[src/rtl/core/kprt_pkg.sv]
// shared types and constants of the keepalive ping rtt tracker
package kprt_pkg;

   // ring depth of the moving average, a power of two
   localparam int AVG_DEPTH = 8;
   localparam int AVG_SHIFT = $clog2(AVG_DEPTH);
   localparam int POS_W     = (AVG_DEPTH > 1) ? $clog2(AVG_DEPTH) : 1;
   localparam int SUM_W     = 32 + AVG_SHIFT;

   // configuration port
   localparam int CSR_INDEX_W = 2;
   localparam int CSR_DATA_W  = 16;

   // reset values of the configuration registers
   localparam logic [15:0] PING_INTERVAL_RESET = 16'd1000;
   localparam logic [15:0] ABORT_TIMEOUT_RESET = 16'd2000;

   // register indexes
   typedef enum logic [CSR_INDEX_W-1:0] {
      CSR_PING_INTERVAL = 2'd0,
      CSR_ABORT_TIMEOUT = 2'd1
   } csr_index_type;

   // operation codes of an input transfer
   typedef enum logic [1:0] {
      OP_START = 2'd0,
      OP_POLL  = 2'd1,
      OP_PONG  = 2'd2,
      OP_NONE  = 2'd3
   } operation_type;

endpackage

[src/rtl/core/keepalive_ping_rtt_tracker_core.sv]
// keepalive ping engine with a ring-buffer moving average of the round-trip time
//
//  channel | direction | handshake                 | payload
//  req     | in        | req_valid / req_stall     | operation, now_ms, pong_sequence
//  rsp     | out       | rsp_valid / rsp_stall     | send_ping, ping_sequence, was_timeout,
//          |           |                           | sequence_mismatch, average_rtt_ms,
//          |           |                           | average_changed
//  csr     | in        | csr_write_enable          | csr_index, csr_write_data
//
// one transfer per cycle while rsp_stall is low; each request passes the execute stage
// and then the output register; the ring memory is read as the request is accepted, and
// the execute stage updates state and writes it back; reset clears control state at once;
// ring entries count as the first sample until the ring position wraps, so the ring memory
// needs no clearing pass; rsp_stall holds the output register and the execute stage, and
// reaches req_stall in the same cycle
module keepalive_ping_rtt_tracker_core
   import kprt_pkg::*;
(
   input  logic                   clock,
   input  logic                   reset,
   input  logic                   req_valid,
   output logic                   req_stall,
   input  logic [1:0]             req_operation,
   input  logic [31:0]            req_now_ms,
   input  logic [7:0]             req_pong_sequence,
   output logic                   rsp_valid,
   input  logic                   rsp_stall,
   output logic                   rsp_send_ping,
   output logic [7:0]             rsp_ping_sequence,
   output logic                   rsp_was_timeout,
   output logic                   rsp_sequence_mismatch,
   output logic [31:0]            rsp_average_rtt_ms,
   output logic                   rsp_average_changed,
   input  logic                   csr_write_enable,
   input  logic [CSR_INDEX_W-1:0] csr_index,
   input  logic [CSR_DATA_W-1:0]  csr_write_data
);

   // configuration registers
   logic [15:0] interval_ff;
   logic [15:0] timeout_ff;

   // session state
   logic             awaiting_ff,  awaiting_in;
   logic [7:0]       seq_ff,       seq_in;
   logic [31:0]      sent_ff,      sent_in;
   logic [31:0]      pong_ff,      pong_in;
   logic             no_sample_ff, no_sample_in;
   logic             wrapped_ff,   wrapped_in;
   logic [POS_W-1:0] pos_ff,       pos_in;
   logic [SUM_W-1:0] sum_ff,       sum_in;
   logic [31:0]      avg_ff,       avg_in;
   logic [31:0]      first_rtt_ff, first_rtt_in;

   // execute stage
   logic          s1_valid_ff;
   operation_type s1_op_ff;
   logic [31:0]   s1_now_ff;
   logic [7:0]    s1_pseq_ff;

   // ring memory and its bypass
   logic [31:0]      ring_mem [AVG_DEPTH];
   logic [31:0]      ring_rd_ff;
   logic             byp_ff;
   logic [31:0]      byp_data_ff;
   logic             mem_wr_en;
   logic [31:0]      mem_wr_data;
   logic [POS_W-1:0] mem_rd_addr;

   // output register
   logic        rsp_valid_ff;
   logic        send_ff,     send_in;
   logic        timeout_flag_ff, timeout_flag_in;
   logic        mismatch_ff, mismatch_in;
   logic        changed_ff,  changed_in;

   logic        out_free;
   logic        advance;
   logic        req_accept;
   logic [31:0] rtt;
   logic [31:0] old_rtt;
   logic [31:0] since_sent;
   logic [31:0] since_pong;
   logic [POS_W-1:0] pos_next;

   // handshake control
   assign out_free   = !rsp_valid_ff || !rsp_stall;
   assign advance    = s1_valid_ff && out_free;
   assign req_stall  = s1_valid_ff && !out_free;
   assign req_accept = req_valid && !req_stall;

   // execute stage datapath
   assign since_sent = s1_now_ff - sent_ff;
   assign since_pong = s1_now_ff - pong_ff;
   assign rtt        = since_sent;
   assign old_rtt    = !wrapped_ff ? first_rtt_ff : (byp_ff ? byp_data_ff : ring_rd_ff);
   assign pos_next   = (pos_ff == POS_W'(AVG_DEPTH - 1)) ? '0 : pos_ff + 1'b1;

   always_comb begin
      awaiting_in     = awaiting_ff;
      seq_in          = seq_ff;
      sent_in         = sent_ff;
      pong_in         = pong_ff;
      no_sample_in    = no_sample_ff;
      wrapped_in      = wrapped_ff;
      pos_in          = pos_ff;
      sum_in          = sum_ff;
      avg_in          = avg_ff;
      first_rtt_in    = first_rtt_ff;
      send_in         = 1'b0;
      timeout_flag_in = 1'b0;
      mismatch_in     = 1'b0;
      changed_in      = 1'b0;
      mem_wr_en       = 1'b0;
      mem_wr_data     = rtt;
      if (advance) begin
         unique case (s1_op_ff)
            OP_START: begin
               send_in = 1'b1;
            end
            OP_POLL: begin
               if (awaiting_ff) begin
                  if (since_sent > {16'd0, timeout_ff}) begin
                     send_in         = 1'b1;
                     timeout_flag_in = 1'b1;
                  end
               end else if (since_pong >= {16'd0, interval_ff}) begin
                  send_in = 1'b1;
               end
            end
            OP_PONG: begin
               if (s1_pseq_ff != seq_ff) begin
                  mismatch_in = 1'b1;
               end else begin
                  pong_in     = s1_now_ff;
                  awaiting_in = 1'b0;
                  if (no_sample_ff) begin
                     // first sample stands for every ring entry
                     no_sample_in = 1'b0;
                     first_rtt_in = rtt;
                     sum_in       = SUM_W'(rtt) * SUM_W'(AVG_DEPTH);
                  end else begin
                     sum_in    = sum_ff - SUM_W'(old_rtt) + SUM_W'(rtt);
                     mem_wr_en = 1'b1;
                     pos_in    = pos_next;
                     if (pos_ff == POS_W'(AVG_DEPTH - 1)) begin
                        wrapped_in = 1'b1;
                     end
                  end
                  avg_in     = 32'(sum_in >> AVG_SHIFT);
                  changed_in = (avg_in != avg_ff);
               end
            end
            default: begin
            end
         endcase
         if (send_in) begin
            seq_in      = seq_ff + 8'd1;
            sent_in     = s1_now_ff;
            awaiting_in = 1'b1;
         end
      end
   end

   // read address follows the position after the item in execute
   assign mem_rd_addr = pos_in;

   // configuration registers
   always_ff @(posedge clock) begin
      if (reset) begin
         interval_ff <= PING_INTERVAL_RESET;
         timeout_ff  <= ABORT_TIMEOUT_RESET;
      end else if (csr_write_enable) begin
         if (csr_index == CSR_PING_INTERVAL) begin
            interval_ff <= csr_write_data;
         end else if (csr_index == CSR_ABORT_TIMEOUT) begin
            timeout_ff <= csr_write_data;
         end
      end
   end

   // session state
   always_ff @(posedge clock) begin
      if (reset) begin
         awaiting_ff  <= 1'b0;
         seq_ff       <= '0;
         sent_ff      <= '0;
         pong_ff      <= '0;
         no_sample_ff <= 1'b1;
         wrapped_ff   <= 1'b0;
         pos_ff       <= '0;
         sum_ff       <= '0;
         avg_ff       <= '0;
      end else begin
         awaiting_ff  <= awaiting_in;
         seq_ff       <= seq_in;
         sent_ff      <= sent_in;
         pong_ff      <= pong_in;
         no_sample_ff <= no_sample_in;
         wrapped_ff   <= wrapped_in;
         pos_ff       <= pos_in;
         sum_ff       <= sum_in;
         avg_ff       <= avg_in;
      end
   end

   // first sample value, meaningful once no_sample_ff clears
   always_ff @(posedge clock) begin
      first_rtt_ff <= first_rtt_in;
   end

   // execute stage registers
   always_ff @(posedge clock) begin
      if (reset) begin
         s1_valid_ff <= 1'b0;
      end else if (req_accept) begin
         s1_valid_ff <= 1'b1;
      end else if (advance) begin
         s1_valid_ff <= 1'b0;
      end
   end

   always_ff @(posedge clock) begin
      if (req_accept) begin
         s1_op_ff   <= operation_type'(req_operation);
         s1_now_ff  <= req_now_ms;
         s1_pseq_ff <= req_pong_sequence;
      end
   end

   // ring memory: write back from execute, read for the incoming transfer
   always_ff @(posedge clock) begin
      if (mem_wr_en) begin
         ring_mem[pos_ff] <= mem_wr_data;
      end
      if (req_accept) begin
         ring_rd_ff <= ring_mem[mem_rd_addr];
      end
   end

   // bypass when the read hits the entry written in the same cycle
   always_ff @(posedge clock) begin
      if (reset) begin
         byp_ff <= 1'b0;
      end else if (req_accept) begin
         byp_ff <= mem_wr_en && (pos_ff == mem_rd_addr);
      end
   end

   always_ff @(posedge clock) begin
      if (req_accept) begin
         byp_data_ff <= mem_wr_data;
      end
   end

   // output register
   always_ff @(posedge clock) begin
      if (reset) begin
         rsp_valid_ff <= 1'b0;
      end else if (advance) begin
         rsp_valid_ff <= 1'b1;
      end else if (!rsp_stall) begin
         rsp_valid_ff <= 1'b0;
      end
   end

   always_ff @(posedge clock) begin
      if (advance) begin
         send_ff         <= send_in;
         timeout_flag_ff <= timeout_flag_in;
         mismatch_ff     <= mismatch_in;
         changed_ff      <= changed_in;
      end
   end

   assign rsp_valid             = rsp_valid_ff;
   assign rsp_send_ping         = send_ff;
   assign rsp_ping_sequence     = seq_ff;
   assign rsp_was_timeout       = timeout_flag_ff;
   assign rsp_sequence_mismatch = mismatch_ff;
   assign rsp_average_rtt_ms    = avg_ff;
   assign rsp_average_changed   = changed_ff;

   // checks
   a_stall_only_when_busy : assert property (@(posedge clock) disable iff (reset)
      req_stall |-> s1_valid_ff)
      else $error("req_stall raised with an empty execute stage");

   a_seq_steps_on_send : assert property (@(posedge clock) disable iff (reset)
      (advance && send_in) |=> (seq_ff == $past(seq_ff) + 8'd1))
      else $error("sequence did not step on a sent ping");

   a_pos_in_range : assert property (@(posedge clock) disable iff (reset)
      pos_ff <= POS_W'(AVG_DEPTH - 1))
      else $error("ring position out of range");

   a_no_sample_clean : assert property (@(posedge clock) disable iff (reset)
      no_sample_ff |-> (!wrapped_ff && pos_ff == '0 && !mem_wr_en))
      else $error("ring touched before the first sample");

   a_bypass_after_write : assert property (@(posedge clock) disable iff (reset)
      $rose(byp_ff) |-> $past(mem_wr_en))
      else $error("bypass set without a ring write");

endmodule

[config.mk]
export PLATFORM = sky130hd
export DESIGN_NAME = keepalive_ping_rtt_tracker_core
export DESIGN_NICKNAME = d
export VERILOG_FILES = /design/src/rtl/core/kprt_pkg.sv /design/src/rtl/core/keepalive_ping_rtt_tracker_core.sv
export SDC_FILE = /design/constraint.sdc
export NUM_CORES = 1
export LEC_CHECK = 0
export BUFFER_PORTS_ARGS = -buffer_cell sky130_fd_sc_hd__buf_4
export CAP_MARGIN = 20
export CORE_MARGIN = 4
export CORE_UTILIZATION = 55
export DETAILED_ROUTE_END_ITERATION = 7
export PLACE_DENSITY = 0.82
export SYNTH_ARGS = -nofsm -noshare
export SYNTH_HDL_FRONTEND = slang
export SYNTH_SLANG_ARGS = --single-unit
[constraint.sdc]
create_clock -name clock -period 13 [get_ports clock]
set_clock_uncertainty 0.2 [all_clocks]
set_input_delay 3.9 -clock clock [delete_from_list [all_inputs] [get_ports clock]]
set_output_delay 3.9 -clock clock [all_outputs]
set_load 0.1 [all_outputs]
After elaboration in Yosys (flattened, before gate mapping)
Memory sizes are Yosys's and may differ from the RTL's. A register that Yosys moved wholly into a read port is not among the register bits.
Cells that the tools add are included.
{ "totals": {"register_bits": 290, "memories": 1, "word_cells": 97, "output_inout_bits": 46, "mem_bits_rw": 256, "rom_bits": 0, "latch_bits": 0, "input_bits": 65} }
{ "op_classes": {"add_sub_neg": 6, "eq_ne": 9, "reduce_logical": 22, "n_lt_le_gt_ge": 2, "multipliers": 0, "n_div": 0, "n_bitwise": 4, "n_mux": 30, "shifts": 0} }
{ "mem_list": {"columns": ["memory", "words", "width", "read_ports", "rd_clocked_by_memory_dff", "wr", "line", "text"], "rows": [
  ["ring_mem", 8, 32, 1, 1, 1, "keepalive_ping_rtt_tracker_core.sv:62", "logic [31:0] ring_mem [AVG_DEPTH];"]
]} }
{ "ops": {"columns": ["operator", "count"], "rows": [
  ["two-way mux 35 bit", 4],
  ["two-way mux 32 bit", 2],
  ["subtractor 32 bit", 2],
  ["adder 35 x 32 -> 35 bit", 1],
  ["subtractor 35 x 32 -> 35 bit", 1],
  [">= comparator 32 x 16 -> 1 bit", 1],
  ["> comparator 32 x 16 -> 1 bit", 1],
  ["inequality test 32 bit", 1],
  ["two-way mux 1 bit", 18],
  ["two-way mux 3 bit", 5],
  ["AND reduction 3 bit", 3],
  ["adder 8 x 1 -> 8 bit, second input constant", 1],
  ["inequality test 8 bit", 1],
  ["AND reduction 2 bit", 3],
  ["AND reduction 5 bit", 1],
  ["equality test 2 x 1 -> 1 bit, second input constant", 2],
  ["logical AND 1 bit", 4],
  ["logical NOT 1 bit", 4],
  ["logical NOT 2 bit", 2],
  ["NOT 1 bit", 4],
  ["AND reduction 4 bit", 1],
  ["nonzero test 2 bit", 2],
  ["adder 3 x 1 -> 3 bit, second input constant", 1],
  ["equality test 3 bit", 1],
  ["other kinds (7)", 7]
]} }

Logic depth before layout (Yosys ltp)
Gate-level depths: netlist of the first run.
{ "depth": {"depth_word": 9, "ltp_mapped": 27, "depth_no_buf": 25} }

Worst setup path after synthesis of the first run
Ideal clock, no wire load.
{ "synth_path": {"path_type": "input to register", "startpoint": "input rsp_stall", "endpoint": "register byp_ff", "required_time_ns": 12.714, "setup_time_ns": 0.086, "t_arrival_ns": 9.670, "path_slack_ns": 3.044, "path_buffers": 0, "path_stages": 5, "path_cell_list": "nand3_1 -> inv_1 -> nor2_1 -> a41oi_1 -> nor2_1"} }
{ "synth_via": {"elab_chain_cells": 6, "elab_cells_between_ends": 11, "classes_between": "1 x eq/ne; 2 x mux; 8 x reduce/logical"} }
{ "synth_rtl": {"columns": ["item", "line", "text"], "rows": [
  ["start: declaration", "keepalive_ping_rtt_tracker_core.sv:27", "input logic rsp_stall,"],
  ["logical NOT 1 bit", null, null],
  ["logical OR 1 bit", "keepalive_ping_rtt_tracker_core.sv:87", "assign out_free = !rsp_valid_ff || !rsp_stall;"],
  ["logical NOT 1 bit", "keepalive_ping_rtt_tracker_core.sv:89", "assign req_stall = s1_valid_ff && !out_free;"],
  ["logical AND 1 bit", "keepalive_ping_rtt_tracker_core.sv:89", null],
  ["via req_stall", "keepalive_ping_rtt_tracker_core.sv:22", "output logic req_stall,"],
  ["logical NOT 1 bit", "keepalive_ping_rtt_tracker_core.sv:90", "assign req_accept = req_valid && !req_stall;"],
  ["logical AND 1 bit", "keepalive_ping_rtt_tracker_core.sv:90", null],
  ["via req_accept", "keepalive_ping_rtt_tracker_core.sv:79", "logic req_accept;"],
  ["end signal: assignment", "keepalive_ping_rtt_tracker_core.sv:246", "byp_ff <= mem_wr_en && (pos_ff == mem_rd_addr);"],
  ["end: declaration", "keepalive_ping_rtt_tracker_core.sv:64", "logic byp_ff;"]
]} }
The timed path passes the listed nets, and every way through them passes these cells.
A chain may end at the register's enable or synchronous reset.

Worst setup path in the final report of the first run
{ "layout_path": {"startpoint": "input rsp_stall", "endpoint": "output req_stall"} }
{ "layout_via": {"elab_chain_cells": 4} }
{ "layout_rtl": {"columns": ["item", "line"], "rows": [
  ["logical NOT 1 bit", null],
  ["logical OR 1 bit", "keepalive_ping_rtt_tracker_core.sv:87"],
  ["logical NOT 1 bit", "keepalive_ping_rtt_tracker_core.sv:89"],
  ["logical AND 1 bit", "keepalive_ping_rtt_tracker_core.sv:89"],
  ["end: declaration", "keepalive_ping_rtt_tracker_core.sv:22"]
]} }
Every way passes these cells.

==> results of run 1 <==
[metrics by stage]
step	utilization	hold WS (ns)	power (mW)	instances	cell area, um^2
2_1_floorplan	-	0.232	2.49	2934	29100
3_3_place_gp	0.579	0.241	2.67	3597	30400
3_5_place_dp	0.579	0.249	2.69	3597	30400
4_1_cts	0.615	0.258	4.30	3699	32200
5_1_grt	0.616	0.271	4.47	3704	32300
6_report	0.616	0.256	4.30	3704	32300
[power by group]
part           total, mW  leakage (nW)  internal, mW  switching [mW]
clock network       1.62         0.906         0.936           0.686
logic              0.710          6.30         0.256           0.454
registers           1.96          4.86          1.94          0.0190
[layout by cell type, fill, tap and decap left out, types with 32 or more instances in the layout]
cell type / Yosys / final
mux2i_1: 82 / 81
clkbuf_16: 0 / 55
a21o_1: 33 / 32
nor2_1: 202 / 197
edfxtp_1: 398 / 398
nand2_1: 522 / 521
xor2_1: 40 / 40
nand4_1: 41 / 41
nand3_1: 187 / 187
o21ai_0: 115 / 115
fa_1: 34 / 34
xnor2_1: 87 / 87
buf_4: 32 / 159
a21oi_1: 204 / 202
ha_1: 132 / 132
dfxtp_1: 148 / 145
a211oi_1: 50 / 50
inv_1: 198 / 198
[worst register-to-register path: stages, from the launching register on]
cell	delay (ns)
edfxtp_1	0.47
ha_1	0.42
a21oi_1	0.25
o21ai_1	0.11
or2_2	0.32
o21ai_0	0.36
mux2i_1	0.93
inv_1	0.22
fa_1	0.56
inv_1	0.04
ha_1	0.38
a21oi_1	0.19
o21ai_0	0.17
a31oi_1	0.19
o21ai_0	0.09
a31oi_1	0.50
xor2_1	0.24
a311oi_1	0.36
or4b_1	0.46
nor4_1	0.26
nand4_1	0.18
nor3_1	0.26
a41oi_1	0.14
[worst paths after layout]
kind	to	start	cells past startpoint
worst max-delay path	req_stall	rsp_stall	4
worst min-delay path	pong_ff[25]$_SDFFE_PP0P_	pong_ff[25]$_SDFFE_PP0P_	2
worst max register to register	rsp_average_changed$_SDFFCE_PP0P_	s1_now_ff[14]$_DFFE_PP_	22
worst min register to register	pong_ff[25]$_SDFFE_PP0P_	pong_ff[25]$_SDFFE_PP0P_	2
[cells by family (layout without fill, tap and decap cells)]
kind of cell               Yosys count  after routing  share of synthesized area
AOI/OAI and AO/OA                  547            547                      0.119
xor gates and xnor gates           128            128                     0.0388
adders and majority gates          166            166                     0.0802
buffers and inverters              381            463                     0.0560
DFF                                546            546                      0.513
muxes                               87             87                     0.0303
and+or+nand+nor                   1079           1079                      0.163
[state kept, by name, indices dropped and copies added, names as in the netlist, 32 cells and up]
| name | count |
|---|---|
| sent_ff | 32 |
| pong_ff | 32 |
| sum_ff | 35 |
| first_rtt_ff | 32 |
| s1_now_ff | 32 |
| ring_mem | 256 |
| ring_rd_ff | 32 |
| byp_data_ff | 32 |
[layer usage]
layer  share of wire  global-route usage  routed length, um
met4           0.041               0.102               3000
met1            0.39               0.320              28500
met2            0.50               0.440              36500
met3           0.073              0.0371               5350
met5         0.00018                   0                 13
[cell usage after synthesis (8+ instances only)]
library cell and number:
nand4_1 41, inv_1 198, fa_1 34, nor4_1 8, buf_1 13, nand3_1 187, xor2_1 40, a31oi_1 11
mux2i_1 82, o21bai_1 8, a21oi_1 204, and3_1 14, buf_4 32, nand2b_1 15, o21ai_0 115, dfxtp_1 148
clkbuf_1 116, xnor2_1 87, nor3_1 29, edfxtp_1 398, a211o_1 24, o21a_1 15, buf_2 15, a21o_1 33
nand2_1 522, and2_1 8, nor2b_1 16, nor2_1 202, ha_1 132, o211ai_1 19, a211oi_1 50
[area by class of cell]
type	count	area, um^2
fillers	3917	20100
inverters	199	747
well taps	688	861
clock buffers	69	1480
multi-input cells	2007	12700
repair buffers	162	1250
flip-flops and latches	546	14900
clock inverters	33	389
==> metrics.cfg, run 1 <==
[run_status]
status=completed

[synthesis]
synthFlopType=edfxtp_1
syn-instance-count=2934
async_flop_share=0
synth_area_leaders=edfxtp_1 (41%), dfxtp_1 (10%), nand2_1 (6.7%)
syn_nets=3165
synth_top_area_share=0.411
synth_enable_flop_cells=398
synth_area_mm2=0.0291
seq_area_frac_synth=0.513
synth_seq_cells=546
yosysWarnings=0
synth_cell_types=89
yosysTopAreaCell=edfxtp_1
syn_area_per_cell_um2=9.91

[cts]
postCtsSetupRepairBufs=0
htree_levels=2
post_cts_resized=0
clockBufferDepth=3
cts_tree=built
path_clk_slew_ns=0.06
clk_latency_ns=0.63
cts.sinks=546
cts_buffers=54
ctsHoldBuffers=0
clock-root-buffer=clkbuf_16

[route]
drtIter0Drc=2086
ant_nets=0
firstDrtPassIters=5
vias=22000
post_drt_wl_per_cell_um=19.8
wirelength_um=73400
drc=0
via_per_inst=5.93

[floorplan]
pin_count=111
dieArea_mm2=0.0566
num_rows=84
initial_core_util=0.555
die_w_um=238
coreArea_mm2=0.0524
die_h_um=238

[critical_path]
worstSetupPathType=input pin to output pin
slowest_stage=buf_4
path_max_fanout=3
reg2reg_slack_ns=5.43
crit_family=buffers and inverters
cpPeakStageDelay_ns=0.31
worst_setup_path_start_kind=input pin
cp.arrival_ns=4.53
required_ns=8.90
end_kind=output pin
crit_top_cell=buf_4
path_cells=buf_4 -> nand3_1 -> inv_1 -> buf_4
crit_buf_inv=3

[timing]
rsz0062_at_grt=no
worstMarginPinSlew_ns=1.06
fin_crit_sh=0.664
slew_headroom=0.271
fmax_ghz=0.116
hold_viol_final=0
setup_ws_ns=4.37
setup_tns_ns=0
slew_viol_final=0
setup_violations=0
period_needed_ns=8.63

[global_route]
antenna_found_initial=1
track_usage=0.253
grt_max_degree=109
grt_pass1_vias=21800
grt_pass1_wl_um=115000
overflow=0

[finish]
layout.nets=3201
insertedDiodeCount=0
layout-drive-gt1-share=0.101
area_delta_synth_final_pct=11.1

[placed_design]
place_ws_ns=4.37
post-dp-hpwl_um=49500
port_buffers=110
finalWeightedCongestion=0.953

[job]
cap_violations=0

[power]
cellLeakagePower_nw=12.1
peakVddDrop_v=0.000109
p_per_area_mw_per_mm2=133

[worst_hold_path]
min_path_type=register to register

Note: power is estimated with default switching activity, not from simulation.
==> run 2, diff against run 1 <==
--- a/config.mk
+++ b/config.mk
@@ -10,7 +10,7 @@
 export CORE_MARGIN = 4
 export CORE_UTILIZATION = 55
 export DETAILED_ROUTE_END_ITERATION = 7
-export PLACE_DENSITY = 0.82
+export PLACE_DENSITY = 0.85
 export SYNTH_ARGS = -nofsm -noshare
 export SYNTH_HDL_FRONTEND = slang
 export SYNTH_SLANG_ARGS = --single-unit
==> constraint.sdc (replaced) <==
create_clock -name clock -period 7.8 [get_ports clock]
set_clock_uncertainty 0.2 [all_clocks]
set_input_delay 2.34 -clock clock [delete_from_list [all_inputs] [get_ports clock]]
set_output_delay 2.34 -clock clock [all_outputs]
set_load 0.1 [all_outputs]
==> run 2 against run 1 <==
Compared with the run above:
- clock power up 57%
- design area fell by 0.26%
- flip-flop and latch count unchanged
- first-iteration DRC count up 18%
- utilization down 0.16 points
- sequential power grew 67%
- critical path depth increased by 22
- non-clock buffer count is 4 higher
- highest routed layer is now met4
==> metrics.cfg, run 2 (same netlist as run 1, synthesis figures left out) <==
[timing]
worstMarginPinSlew_ns=1.15  ; +0.0882 ns
setup_violations=0  ; unchanged
slew_headroom=0.230  ; -0.0402
setup_tns_ns=0  ; unchanged
period_needed_ns=6.90
fin_crit_sh=0.885
hold_viol_final=0  ; unchanged
rsz0062_at_grt=no
fmax_ghz=0.145
slew_viol_final=0  ; unchanged

[cts]
htree_levels=2  ; unchanged
path_clk_slew_ns=0.06  ; about the same
post_cts_resized=0  ; unchanged
cts_buffers=51  ; -5.6%
cts.sinks=546  ; unchanged
clk_latency_ns=0.62  ; about the same
ctsHoldBuffers=0  ; unchanged
cts_tree=built
postCtsSetupRepairBufs=0  ; unchanged
clockBufferDepth=3  ; unchanged
clock-root-buffer=clkbuf_16

[critical_path]
worstSetupPathType=register to register
cpPeakStageDelay_ns=0.51  ; +0.20 ns
crit_family=compound AO/OA/AOI/OAI gates
crit_buf_inv=4  ; +1
required_ns=7.93  ; -0.97 ns
end_kind=register
worst_setup_path_start_kind=register
slowest_stage=fa_1
cp.arrival_ns=7.03  ; +2.50 ns
path_max_fanout=13  ; +10
crit_top_cell=inv_1

[power]
cellLeakagePower_nw=12.0  ; -0.20%
power.total_mw=6.99  ; +63%
peakVddDrop_v=0.000202  ; +86%
p_per_area_mw_per_mm2=217  ; +63%

[finish]
layout.nets=3202  ; +0.031%
layout-drive-gt1-share=0.101  ; -0.000265
top_regs=ring_mem (256), sum_ff (35)
layout_common_cells=nand2_1 (521), edfxtp_1 (398), a21oi_1 (202), inv_1 (198), nor2_1 (197)
final_common_cell=nand2_1
insertedDiodeCount=0  ; unchanged
regMostFlops=ring_mem
area_delta_synth_final_pct=10.8
largest_reg_flops=256  ; unchanged
fill_cells=4008  ; +2.3%

[floorplan]
coreArea_mm2=0.0524  ; unchanged
dieArea_mm2=0.0566  ; unchanged
die_w_um=238  ; unchanged
num_rows=84  ; unchanged
die_h_um=238  ; unchanged
initial_core_util=0.555  ; unchanged
pin_count=111  ; unchanged

[run_status]
status=completed

[job]
cap_violations=0  ; unchanged

[route]
via_per_inst=5.91  ; -0.36%
drtIter0Drc=2459  ; +18%
ant_nets=0  ; unchanged
drc=0  ; unchanged
firstDrtPassIters=5  ; unchanged
vias=21900  ; -0.41%
post_drt_wl_per_cell_um=19.6  ; -0.92%
wirelength_um=72600  ; -0.98%

[global_route]
overflow=0  ; unchanged
grt_max_degree=96  ; -12%
grt_pass1_wl_um=114000  ; -1.1%
grt_pass1_vias=21400  ; -1.7%
track_usage=0.251  ; -0.00165
antenna_found_initial=0  ; -1

[placed_design]
finalWeightedCongestion=1.00  ; +5.4%
post-dp-hpwl_um=49200  ; -0.66%
port_buffers=110  ; unchanged

[worst_hold_path]
min_path_type=register to register

[run 2: cell types whose count changed in the layout (fill, tap and decap cells not counted), moves of 2 or more]
cell / change
clkinv_2: +10
inv_6: -5
clkbuf_16: -4
buf_12: +3
clkbuf_8: -3
clkinvlp_4: -3
buf_6: +2
[run 2: layer usage]
layer | vias up | routed length (um) | track usage
met5 | - | 0 | 0
met4 | 0 | 3240 | 0.105
met3 | 194 | 6000 | 0.0387
met2 | 963 | 35600 | 0.432
met1 | 10400 | 27800 | 0.320
li1 | 10300 | - | -
[run 2: metrics by stage]
| step | hold slack, ns | setup WS [ns] | instance area (um^2) | utilization | cells |
|---|---|---|---|---|---|
| 3_5_place_dp | 0.247 | 0.922 | 30500 | 0.581 | 3603 |
| 5_1_grt | 0.273 | 0.345 | 32200 | 0.615 | 3702 |
| 6_report | 0.255 | 0.899 | 32200 | 0.615 | 3702 |
| 4_1_cts | 0.255 | 0.900 | 32200 | 0.614 | 3699 |
| 3_3_place_gp | 0.241 | 1.17 | 30400 | 0.580 | 3601 |
| 2_1_floorplan | 0.232 | 0.794 | 29100 | - | 2934 |
[run 2: final timing paths]
path / from / end / slack [ns] / cells past startpoint
max: s1_now_ff[0]$_DFFE_PP_ / rsp_average_changed$_SDFFCE_PP0P_ / 0.90 / 26
min: timeout_ff[2]$_SDFFE_PP0P_ / timeout_ff[2]$_SDFFE_PP0P_ / 0.25 / 2
max reg2reg: s1_now_ff[0]$_DFFE_PP_ / rsp_average_changed$_SDFFCE_PP0P_ / 0.90 / 26
min reg2reg: timeout_ff[2]$_SDFFE_PP0P_ / timeout_ff[2]$_SDFFE_PP0P_ / 0.25 / 2
[run 2: final cells by class]
class | instances | area (um^2) | area share
timing repair buffer | 166 | 1310 | 0.0406
multi-input combinational | 2007 | 12700 | 0.393
clock inverter | 36 | 399 | 0.0124
inverter | 199 | 747 | 0.0232
sequential | 546 | 14900 | 0.463
clock buffer | 60 | 1330 | 0.0413
tap | 688 | 861 | 0.0267
[run 2: tightest hold or removal path, stage by stage, from the launching register on]
cell,delay (ns)
dfxtp_1,0.31
nand2_1,0.05
a21oi_1,0.05
[run 2: power breakdown]
| part | switching, mW | leakage [nW] | internal, mW |
|---|---|---|---|
| clock network | 1.11 | 0.855 | 1.44 |
| logic | 0.750 | 6.33 | 0.428 |
| registers | 0.0296 | 4.86 | 3.24 |
==> run 3, diff against run 2 <==
--- a/config.mk
+++ b/config.mk
@@ -7,10 +7,12 @@
 export LEC_CHECK = 0
 export BUFFER_PORTS_ARGS = -buffer_cell sky130_fd_sc_hd__buf_4
 export CAP_MARGIN = 20
+export CELL_PAD_IN_SITES_DETAIL_PLACEMENT = 1
+export CELL_PAD_IN_SITES_GLOBAL_PLACEMENT = 1
 export CORE_MARGIN = 4
-export CORE_UTILIZATION = 55
+export CORE_UTILIZATION = 45
 export DETAILED_ROUTE_END_ITERATION = 7
-export PLACE_DENSITY = 0.85
+export PLACE_DENSITY = 0.87
 export SYNTH_ARGS = -nofsm -noshare
 export SYNTH_HDL_FRONTEND = slang
 export SYNTH_SLANG_ARGS = --single-unit
==> run 3 against run 2 <==
Compared with the run above:
- sequential power is essentially flat
- utilization shrank 10 points
- hold slack gained 0.0011 ns
- count of clock-buffer cells in the layout grew 15
- design area grew 1.2%
- die area grew 21%
- global-route usage shrank 0.26 points
- largest cell class unchanged
- largest power group unchanged
==> metrics.cfg, run 3 (same netlist as run 1, synthesis figures left out) <==
[placed_design]
place_ws_ns=0.645  ; -0.278 ns
place_area_mm2=0.0306  ; +0.56%
port_buffers=110  ; unchanged
finalWeightedCongestion=0.915  ; -8.9%
post-dp-hpwl_um=61400  ; +25%

[finish]
final_common_cell=nand2_1
regMostFlops=ring_mem
largest_reg_flops=256  ; unchanged
fill_cells=7055  ; +76%
layout_common_cells=nand2_1 (521), edfxtp_1 (398), a21oi_1 (202), inv_1 (198), nor2_1 (197)
top_regs=ring_mem (256), sum_ff (35)
layout-drive-gt1-share=0.104  ; +0.00324
insertedDiodeCount=0  ; unchanged
layout.nets=3210  ; +0.25%
finish.utilization=0.513  ; -0.101
final_area_mm2=0.0326  ; +1.2%
area_delta_synth_final_pct=12.2

[route]
wirelength_um=89100  ; +23%
ant_nets=0  ; unchanged
vias=22600  ; +3.4%
drc=0  ; unchanged
via_per_inst=5.84  ; -1.2%
post_drt_wl_per_cell_um=23.0  ; +17%
drtIter0Drc=1691  ; -31%
firstDrtPassIters=6  ; +1

[cts]
cts.sinks=546  ; unchanged
cts_tree=built
clockBufferDepth=3  ; unchanged
postCtsSetupRepairBufs=0  ; unchanged
ctsHoldBuffers=0  ; unchanged
htree_levels=2  ; unchanged
cts_buffers=56  ; +9.8%
clk_latency_ns=0.65  ; +0.03 ns
clock-root-buffer=clkbuf_16
post_cts_resized=0  ; unchanged
path_clk_slew_ns=0.06  ; about the same

[floorplan]
dieArea_mm2=0.0688  ; +21%
die_w_um=262  ; +10%
die_h_um=262  ; +10%
num_rows=92  ; +9.5%
pin_count=111  ; unchanged
coreArea_mm2=0.0635  ; +21%
initial_core_util=0.458  ; -0.0969

[critical_path]
worstSetupPathType=register to register
path_max_fanout=13  ; unchanged
cpPeakStageDelay_ns=0.51  ; about the same
crit_top_cell=inv_1
required_ns=7.95  ; +0.02 ns
reg2reg_slack_ns=0.61  ; -0.28 ns
ff2ff_path_depth=26  ; unchanged
slowest_stage=fa_1
worst_setup_path_start_kind=register
r2r-end=rsp_average_changed$_SDFFCE_PP0P_
cp.arrival_ns=7.34  ; +0.31 ns
r2r_start=s1_now_ff[0]$_DFFE_PP_
end_kind=register

[power]
peakVddDrop_v=0.000159  ; -21%
cellLeakagePower_nw=12.2  ; +0.89%
p_per_area_mw_per_mm2=226  ; +4.1%

[global_route]
grt_pass1_vias=24700  ; +15%
antenna_found_initial=0  ; unchanged
grt_pass1_wl_um=138000  ; +21%
overflow=0  ; unchanged
track_usage=0.249  ; -0.00260
grt_max_degree=103  ; +7.3%

[timing]
rsz0062_at_grt=no
period_needed_ns=7.19  ; +0.284 ns
slew_viol_final=0  ; unchanged
fin_crit_sh=0.921  ; +0.0365
setup_violations=0  ; unchanged
slew_headroom=0.271  ; +0.0410
hold_viol_final=0  ; unchanged
worstMarginPinSlew_ns=1.09  ; -0.0590 ns
fmax_ghz=0.139  ; -4.0%
setup_ws_ns=0.614  ; -0.284 ns
setup_tns_ns=0  ; unchanged

[worst_hold_path]
hold_start=sum_ff[1]$_SDFFE_PP0P_
holdPathStages=2  ; unchanged
worst_hold_path.endpoint=sum_ff[1]$_SDFFE_PP0P_
min_path_type=register to register

[job]
cap_violations=0  ; unchanged

[run_status]
status=completed

run 3: worst max-delay path by stage:
| stage | to | depth (start not counted) | from |
|---|---|---|---|
| floorplan | ring_mem[0][0]$_DFFE_PP_ | 6 | rsp_stall |
| global placement | rsp_average_changed$_SDFFCE_PP0P_ | 22 | s1_now_ff[11]$_DFFE_PP_ |
| detailed placement | rsp_average_changed$_SDFFCE_PP0P_ | 25 | s1_now_ff[0]$_DFFE_PP_ |
| CTS | rsp_average_changed$_SDFFCE_PP0P_ | 25 | s1_now_ff[0]$_DFFE_PP_ |
| global route | rsp_average_changed$_SDFFCE_PP0P_ | 26 | s1_now_ff[0]$_DFFE_PP_ |
| finish | rsp_average_changed$_SDFFCE_PP0P_ | 26 | s1_now_ff[0]$_DFFE_PP_ |
run 3: through the flow:
stage / instances / hold slack [ns] / power [mW]
after detailed placement: 3764 / 0.248 / 4.55
after CTS: 3869 / 0.255 / 7.39
after global placement: 3764 / 0.242 / 4.49
after floorplan: 2934 / 0.232 / 4.14
after global routing: 3872 / 0.275 / 7.65
final: 3872 / 0.256 / 7.37
run 3: routing by layer:
layer | GRT usage | vias up | routed length [um]
met5 | 0 | - | 0
met2 | 0.458 | 682 | 46300
met3 | 0.0351 | 202 | 4180
met4 | 0.0869 | 0 | 3140
li1 | - | 10300 | -
met1 | 0.298 | 11400 | 35500
run 3: worst max-delay path, delay by kind of cell (launching register included):
kind            cells  cell delay [ns]
fa+ha+maj           4             1.54
simple gates        8             1.71
compound gates      9             2.35
xor+xnor            1             0.25
flops               1             0.38
buf+inv             4             0.46
run 3: final cells by class:
class | instances | area [um^2] | area share
well taps | 846 | 1060 | 0.0324
repair buffers | 169 | 1280 | 0.0394
clock inverters | 30 | 393 | 0.0120
flip-flops and latches | 546 | 14900 | 0.457
clock buffers | 75 | 1560 | 0.0479
multi-input cells | 2007 | 12700 | 0.388
inverters | 199 | 747 | 0.0229
run 3: report_power, final:
part	total (mW)	internal [mW]	switching [mW]
Sequential	3.27	3.24	0.0335
Clock	2.85	1.65	1.20
Combinational	1.24	0.433	0.808
Total	7.37	5.32	2.05
